[src/rtl/stwa_pkg.sv]
// ----------------------------------------------------------------------------
// stwa_pkg
// Types, constants and state codes shared by the spanning tree weight
// average block.
// ----------------------------------------------------------------------------
package stwa_pkg;

	localparam int NODE_W     = 7;
	localparam int WEIGHT_W   = 16;
	localparam int NUM_W      = 24;
	localparam int DEN_W      = 2;

	localparam int DEF_MAX_NODES   = 128;
	localparam int DEF_MAX_EDGES   = 16384;
	localparam int DEF_WEIGHT_BITS = 16;

	localparam int QUEUE_DEPTH = 4;
	localparam int QUEUE_AW    = 2;

	localparam logic [NUM_W-1:0]  NUM_MAX = 24'hFF_FFFF;
	localparam logic [DEN_W-1:0]  DEN_ONE = 2'd1;
	localparam logic [DEN_W-1:0]  DEN_TWO = 2'd2;
	localparam logic [NODE_W-1:0] NODE_COUNT_RESET = 7'd127;

	typedef struct packed {
		logic [NODE_W-1:0]   node_a;
		logic [NODE_W-1:0]   node_b;
		logic [WEIGHT_W-1:0] weight;
		logic                is_end;
	} in_t;

	typedef struct packed {
		logic [NUM_W-1:0] numerator;
		logic [DEN_W-1:0] denominator;
	} out_t;

	typedef struct packed {
		logic full;
		logic empty;
	} q_status_t;

	typedef enum logic [3:0] {
		ST_IDLE,
		ST_SORT,
		ST_CLR,
		ST_E_RD,
		ST_E_WAIT,
		ST_FA_RD,
		ST_FA_CHK,
		ST_FB_RD,
		ST_FB_CHK,
		ST_FINISH
	} state_t;

endpackage

[src/rtl/stwa_queue.sv]
// ----------------------------------------------------------------------------
// stwa_queue
// Short first-in first-out queue between the front and the back end.
// ----------------------------------------------------------------------------
module stwa_queue (
	input  logic                clk,
	input  logic                arst_n,
	input  logic                push,
	input  stwa_pkg::in_t       push_data,
	input  logic                pop,
	output stwa_pkg::in_t       pop_data,
	output stwa_pkg::q_status_t status
);

	stwa_pkg::in_t                   entry_q [stwa_pkg::QUEUE_DEPTH];
	logic [stwa_pkg::QUEUE_AW-1:0]   wr_ptr_q;
	logic [stwa_pkg::QUEUE_AW-1:0]   rd_ptr_q;
	logic [stwa_pkg::QUEUE_AW:0]     count_q;

	always_ff @(posedge clk or negedge arst_n) begin
		if (!arst_n) begin
			wr_ptr_q <= '0;
			rd_ptr_q <= '0;
			count_q  <= '0;
		end else begin
			if (push) begin
				wr_ptr_q <= wr_ptr_q + 1'b1;
			end
			if (pop) begin
				rd_ptr_q <= rd_ptr_q + 1'b1;
			end
			if (push && !pop) begin
				count_q <= count_q + 1'b1;
			end else if (pop && !push) begin
				count_q <= count_q - 1'b1;
			end
		end
	end

	always_ff @(posedge clk) begin
		if (push) begin
			entry_q[wr_ptr_q] <= push_data;
		end
	end

	assign pop_data     = entry_q[rd_ptr_q];
	assign status.full  = (count_q == (stwa_pkg::QUEUE_AW+1)'(stwa_pkg::QUEUE_DEPTH));
	assign status.empty = (count_q == '0);

endmodule

[config.mk]
export PLATFORM = sky130hd
export DESIGN_NAME = stwa_queue
export DESIGN_NICKNAME = d
export VERILOG_FILES = /design/src/rtl/stwa_pkg.sv /design/src/rtl/stwa_queue.sv
export SDC_FILE = /design/constraint.sdc
export NUM_CORES = 1
export LEC_CHECK = 0
export BUFFER_PORTS_ARGS = -buffer_cell sky130_fd_sc_hd__buf_2
export CAP_MARGIN = 20
export CORE_MARGIN = 4
export CORE_UTILIZATION = 50
export DETAILED_ROUTE_END_ITERATION = 12
export GPL_TIMING_DRIVEN = 0
export PLACE_DENSITY = 0.69
export SLEW_MARGIN = 10
export SYNTH_ARGS = -nofsm -noshare
export SYNTH_HDL_FRONTEND = slang
export SYNTH_SLANG_ARGS = --single-unit
[constraint.sdc]
create_clock -name clk -period 2.01 [get_ports clk]
set_input_delay 0.3015 -clock clk [delete_from_list [all_inputs] [get_ports clk]]
set_output_delay 0.3015 -clock clk [all_outputs]
set_load 0.005 [all_outputs]
======== Word-level counts from Yosys, hierarchy flattened ========
Memories as Yosys holds them, arrays and structs flattened.
Index checks and enable logic that the tools add are counted.
word-level totals
  memories ................................ 1
  register bits after elaboration ......... 7
  memory bits (writable) .................. 124
  input port bits ......................... 35
memories
  name     depth  bits a word  rd ports  clocked after Yosys merged registers in  write ports  RTL line          text
  entry_q  4      31           1         0                                        1            stwa_queue.sv:15  stwa_pkg::in_t entry_q [stwa_pkg::QUEUE_DEPTH];
cells by class
  add/sub/neg operators ................... 4
  multiplexer cells ....................... 4
  equality and inequality tests ........... 1
  reductions and logical operators ........ 6
operator list
  operator                                                            count
  3-bit 2-to-1 mux                                                    2
  2-bit by 1-bit adder with 2-bit output, second input constant       2
  3-bit by 1-bit adder with 3-bit output, second input constant       1
  3-bit equality test, second input constant                          1
  3-bit logical NOT                                                   1
  3-bit by 1-bit subtractor with 3-bit output, second input constant  1
  1-bit logical AND                                                   2
  1-bit logical NOT                                                   2
  1-bit 2-to-1 mux                                                    2
  2-bit nonzero test                                                  1

======== Logic depth before layout (Yosys ltp) ========
  depth after elaboration ................. 4
  mapped depth ............................ 7

======== Least setup slack after synthesis ========
No wires, ideal clock.
  path type ............................... register -> register
  start point ............................. register wr_ptr_q[0] in the netlist's numbering
  end point ............................... memory entry_q[2][0] in the netlist's numbering (enable)
  required time ........................... 1.619 ns
  period minus slack after synthesis ...... 1.779 ns
  arrival ................................. 1.388 ns
  buffers on the path ..................... 0
  path slack .............................. 0.231 ns
  stages on the path, launching flop included .. 4
  cells stage by stage .................... dfrtp_1 > inv_1 > ha_1 > and2_1
RTL lines
  what                    RTL line          text
  start, declared         stwa_queue.sv:16  logic [stwa_pkg::QUEUE_AW-1:0] wr_ptr_q;
  start signal, assigned  stwa_queue.sv:27  wr_ptr_q <= wr_ptr_q + 1'b1;
  end, declared           stwa_queue.sv:15
Straight into the memory's write port.

==> qor.csv <==
metric,value,unit
Top Metal Used,met4,
n_diodes,0,
Critical Setup Path Class,register to output port,
Fin. Hold Viols,0,
post-synthesis sequential area ratio,79.41,%
Synth top cells by count,"edfxtp_1, mux4_2, dfrtp_1",
drt first-iter violations,62,
RSZ-0062 raised after global routing,true,
Nets,354,
post-route ant nets,0,
total power,9.110,mW
routability congestion estimate,0.6509,
Final period util,106.0,%
fin. max-slew vios,0,
post-synthesis cell count,196,
CTS buffer count,17,
run status,finished with violations,
DR vias,2342,
Starting Density,52.15,%
Metal-1 WL,3.528,mm
peak supply drop,0.0007394,V
Seq cells post-synth,131,
die width,107.1,um
Yosys cell types,19,
std cell rows,35,
Hold Path Stages,1,
CP Cell Sequence,buf_6 -> buf_12 -> mux4_2 -> buf_2,
xor/xnor cell area share of the yosys netlist,1.070,%
"count leader, synth",edfxtp_1,
crit-path max FO,10,
Final WS setup,-0.1213,ns
H-Tree Depth,4,
Buf/Inv on CP,3,
Clock Skew,0.006219,ns
Reg2Reg Setup Slack,0.39,ns
CP arrival,1.83,ns
first-pass GRT wire length,13.29,mm
Hold Path Sink,entry_q[0][0]$_DFFE_PP_,
fmax,0.4692,GHz
Switching Fraction,26.19,%
Synth Area in Adders,1.682,%
I/O pin cnt,68,
cell taking the most area after synthesis,edfxtp_1,
# setup viols final,31,
Clock Latency Late Sink,0.50,ns
NetSw,2.386,mW
"slowest stage delay, CP",0.52,ns
Mapped Area,0.004910,mm^2
synthesized area per cell,25.05,um^2
Simple-Gate Fraction of Synth Area,0.9939,%
crit path launch type,register,
layout cells sized above 1,45.09,%
Core ar.,0.009415,mm^2
"Design Area, Final",0.006340,mm^2
CTS root buffer,clkbuf_8,
RR Endpoint,entry_q[1][11]$_DFFE_PP_,
failing checks,setup timing,
"Top FF cell, synth",edfxtp_1,
"top cells by area, synth","edfxtp_1, mux4_2, dfrtp_1",
min cycle time layout,2.131,ns
Crit path required time,1.71,ns
PortBufs,67,
fillcell total,612,
hpwl dp,5.063,mm
die area,0.01147,mm^2
routed wl met2,4.233,mm
multiplexer share of the synthesized area,14.68,%
detail-routed via count per cell,5.147,
final wirelength,8.256,mm
number of antenna violations at the first check in global routing,0,
Flop pwr share,41.1,%
max-cap violations,0,
Critical Path Sink Type,output port,
GRT Total Usage,15.91,%
Bufs on Longest Clock Path,2,
synthesized net count,237,
DR pass1 iterations,4,
clock network power share,31.2,%
Power Density,1437,mW/mm^2
pin slew with the least headroom to its limit,0.4903,ns
vias in the first global route,2545,
largest net degree at the start of global routing,29,
Slew HR,67.31,%
DR WL/cell,18.15,um
Comb power frac,27.7,%
synth warn,0,
internal power,6.724,mW
leakage,2.278,nW
drc violations,0,
asr flop ratio synth,5.344,%
Synth Area in Compound Gates,0.1019,%
Worst-path clk slew,0.06,ns
worst reg2reg path depth,4,
met3 routed WL,401,um
r2r startpoint,wr_ptr_q[1]$_DFFE_PN0P_,
clock sink count,131,
hold path start,push_data[0],
Placement Cell Area,0.005514,mm^2
CTS tree,built,
number of synthesized flops with an enable pin,124,
worst slack on hold paths,0.02273,ns
Final Core Density,67.34,%
Synth top area share,75.84,%
GRT overflow,0,
min-delay worst type,primary input to register,
CP max stage cell,mux4_2,
CP top delay family,multiplexers,
largest family of logic cells by synthesized area,multiplexers,
Syn-to-layout area delta,29.13,%
DIE HEIGHT,107.1,um
final setup TNS,-2.688,ns
## kinds of logic after synthesis
| kind of cell | Yosys count |
|---|---|
| compound gates | 1 |
| flops | 131 |
| buf+inv | 11 |
| simple gates | 9 |
| fa+ha+maj | 6 |
| xor+xnor | 6 |
| mux | 32 |
## metrics by stage
stage / instances / setup WS [ns]
after floorplan: 196 / 0.2314
after detailed placement: 396 / 0.3671
after global routing: 455 / -0.1950
after global placement: 392 / -0.3485
final: 455 / -0.1213
after CTS: 454 / -0.1586
## area by class of cell
| class | instances | area, um^2 | area share (%) |
|---|---|---|---|
| Sequential cell | 131 | 3899 | 61.50 |
| Multi-Input combinational cell | 54 | 903.4 | 14.25 |
| Timing Repair Buffer | 98 | 715.7 | 11.29 |
| Clock buffer | 18 | 417.9 | 6.592 |
| Tap cell | 129 | 161.4 | 2.546 |
| Clock inverter | 14 | 138.9 | 2.191 |
| Buffer | 7 | 88.84 | 1.401 |
| Inverter | 4 | 15.01 | 0.2368 |
## power groups by stage
stage                     sequential (mW)  clock [mW]  combinational, mW
after CTS                            3.76        2.89               2.59
after global routing                 3.79        3.03               2.75
after detailed placement             3.80           0               2.48
final                                3.75        2.84               2.52
after global placement               3.80           0               2.32
after floorplan                      3.76           0               1.53
## cells in the final DEF (no fill, tap or decap)
cell type / n
nor3_1: 1
clkinv_2: 6
xor2_1: 4
mux4_2: 31
xnor2_1: 2
dlygate4sd3_1: 25
clkbuf_1: 1
mux2_2: 1
edfxtp_1: 124
clkbuf_8: 1
buf_6: 1
clkbuf_16: 16
clkinv_4: 2
inv_1: 4
bufinv_16: 2
inv_6: 1
ha_1: 5
o21ai_0: 1
buf_2: 69
nor2_1: 1
fa_1: 1
nand2_1: 2
nor3b_1: 1
buf_12: 5
dfrtp_1: 7
buf_16: 3
clkinvlp_4: 3
buf_4: 2
and2_2: 4
## worst reg2reg max path: cells and delay by family, from the launching register on
| family | cells | cell delay (ns) |
|---|---|---|
| buf+inv | 2 | 0.33 |
| fa+ha+maj | 1 | 0.14 |
| simple gates | 1 | 0.45 |
| flops | 1 | 0.40 |
## sequential cells by signal, summed over array words and instances, names as in the netlist
name / cells
entry_q: 124
rd_ptr_q: 2
count_q: 3
wr_ptr_q: 2
## worst max path at each step
stage	from	slack, ns	end	cells past startpoint
2_1_floorplan	wr_ptr_q[0]$_DFFE_PN0P_	0.23	entry_q[2][0]$_DFFE_PP_	3
3_3_place_gp	wr_ptr_q[0]$_DFFE_PN0P_	-0.35	entry_q[2][12]$_DFFE_PP_	3
3_5_place_dp	wr_ptr_q[1]$_DFFE_PN0P_	0.37	entry_q[1][5]$_DFFE_PP_	4
4_1_cts	rd_ptr_q[0]$_DFFE_PN0P_	-0.16	pop_data[15]	4
5_1_grt	rd_ptr_q[0]$_DFFE_PN0P_	-0.19	pop_data[15]	4
6_report	rd_ptr_q[0]$_DFFE_PN0P_	-0.12	pop_data[26]	4
## layer usage
layer  track usage (%)  up-vias
met3             5.479        9
met4             5.205        0
met2             25.47       70
met5                 0        -
li1                  -     1059
met1             20.56     1204
## timing repair
item                                   in CTS  in global routing
gates resized for setup                     3                  1
endpoints found under the hold margin      99                  0
pin swaps                                   0                  0
setup endpoints to repair                  31                 31
hold buffers                               25                  0
buffers inserted                            1                  1
Note: power is estimated with default switching activity, not from simulation.
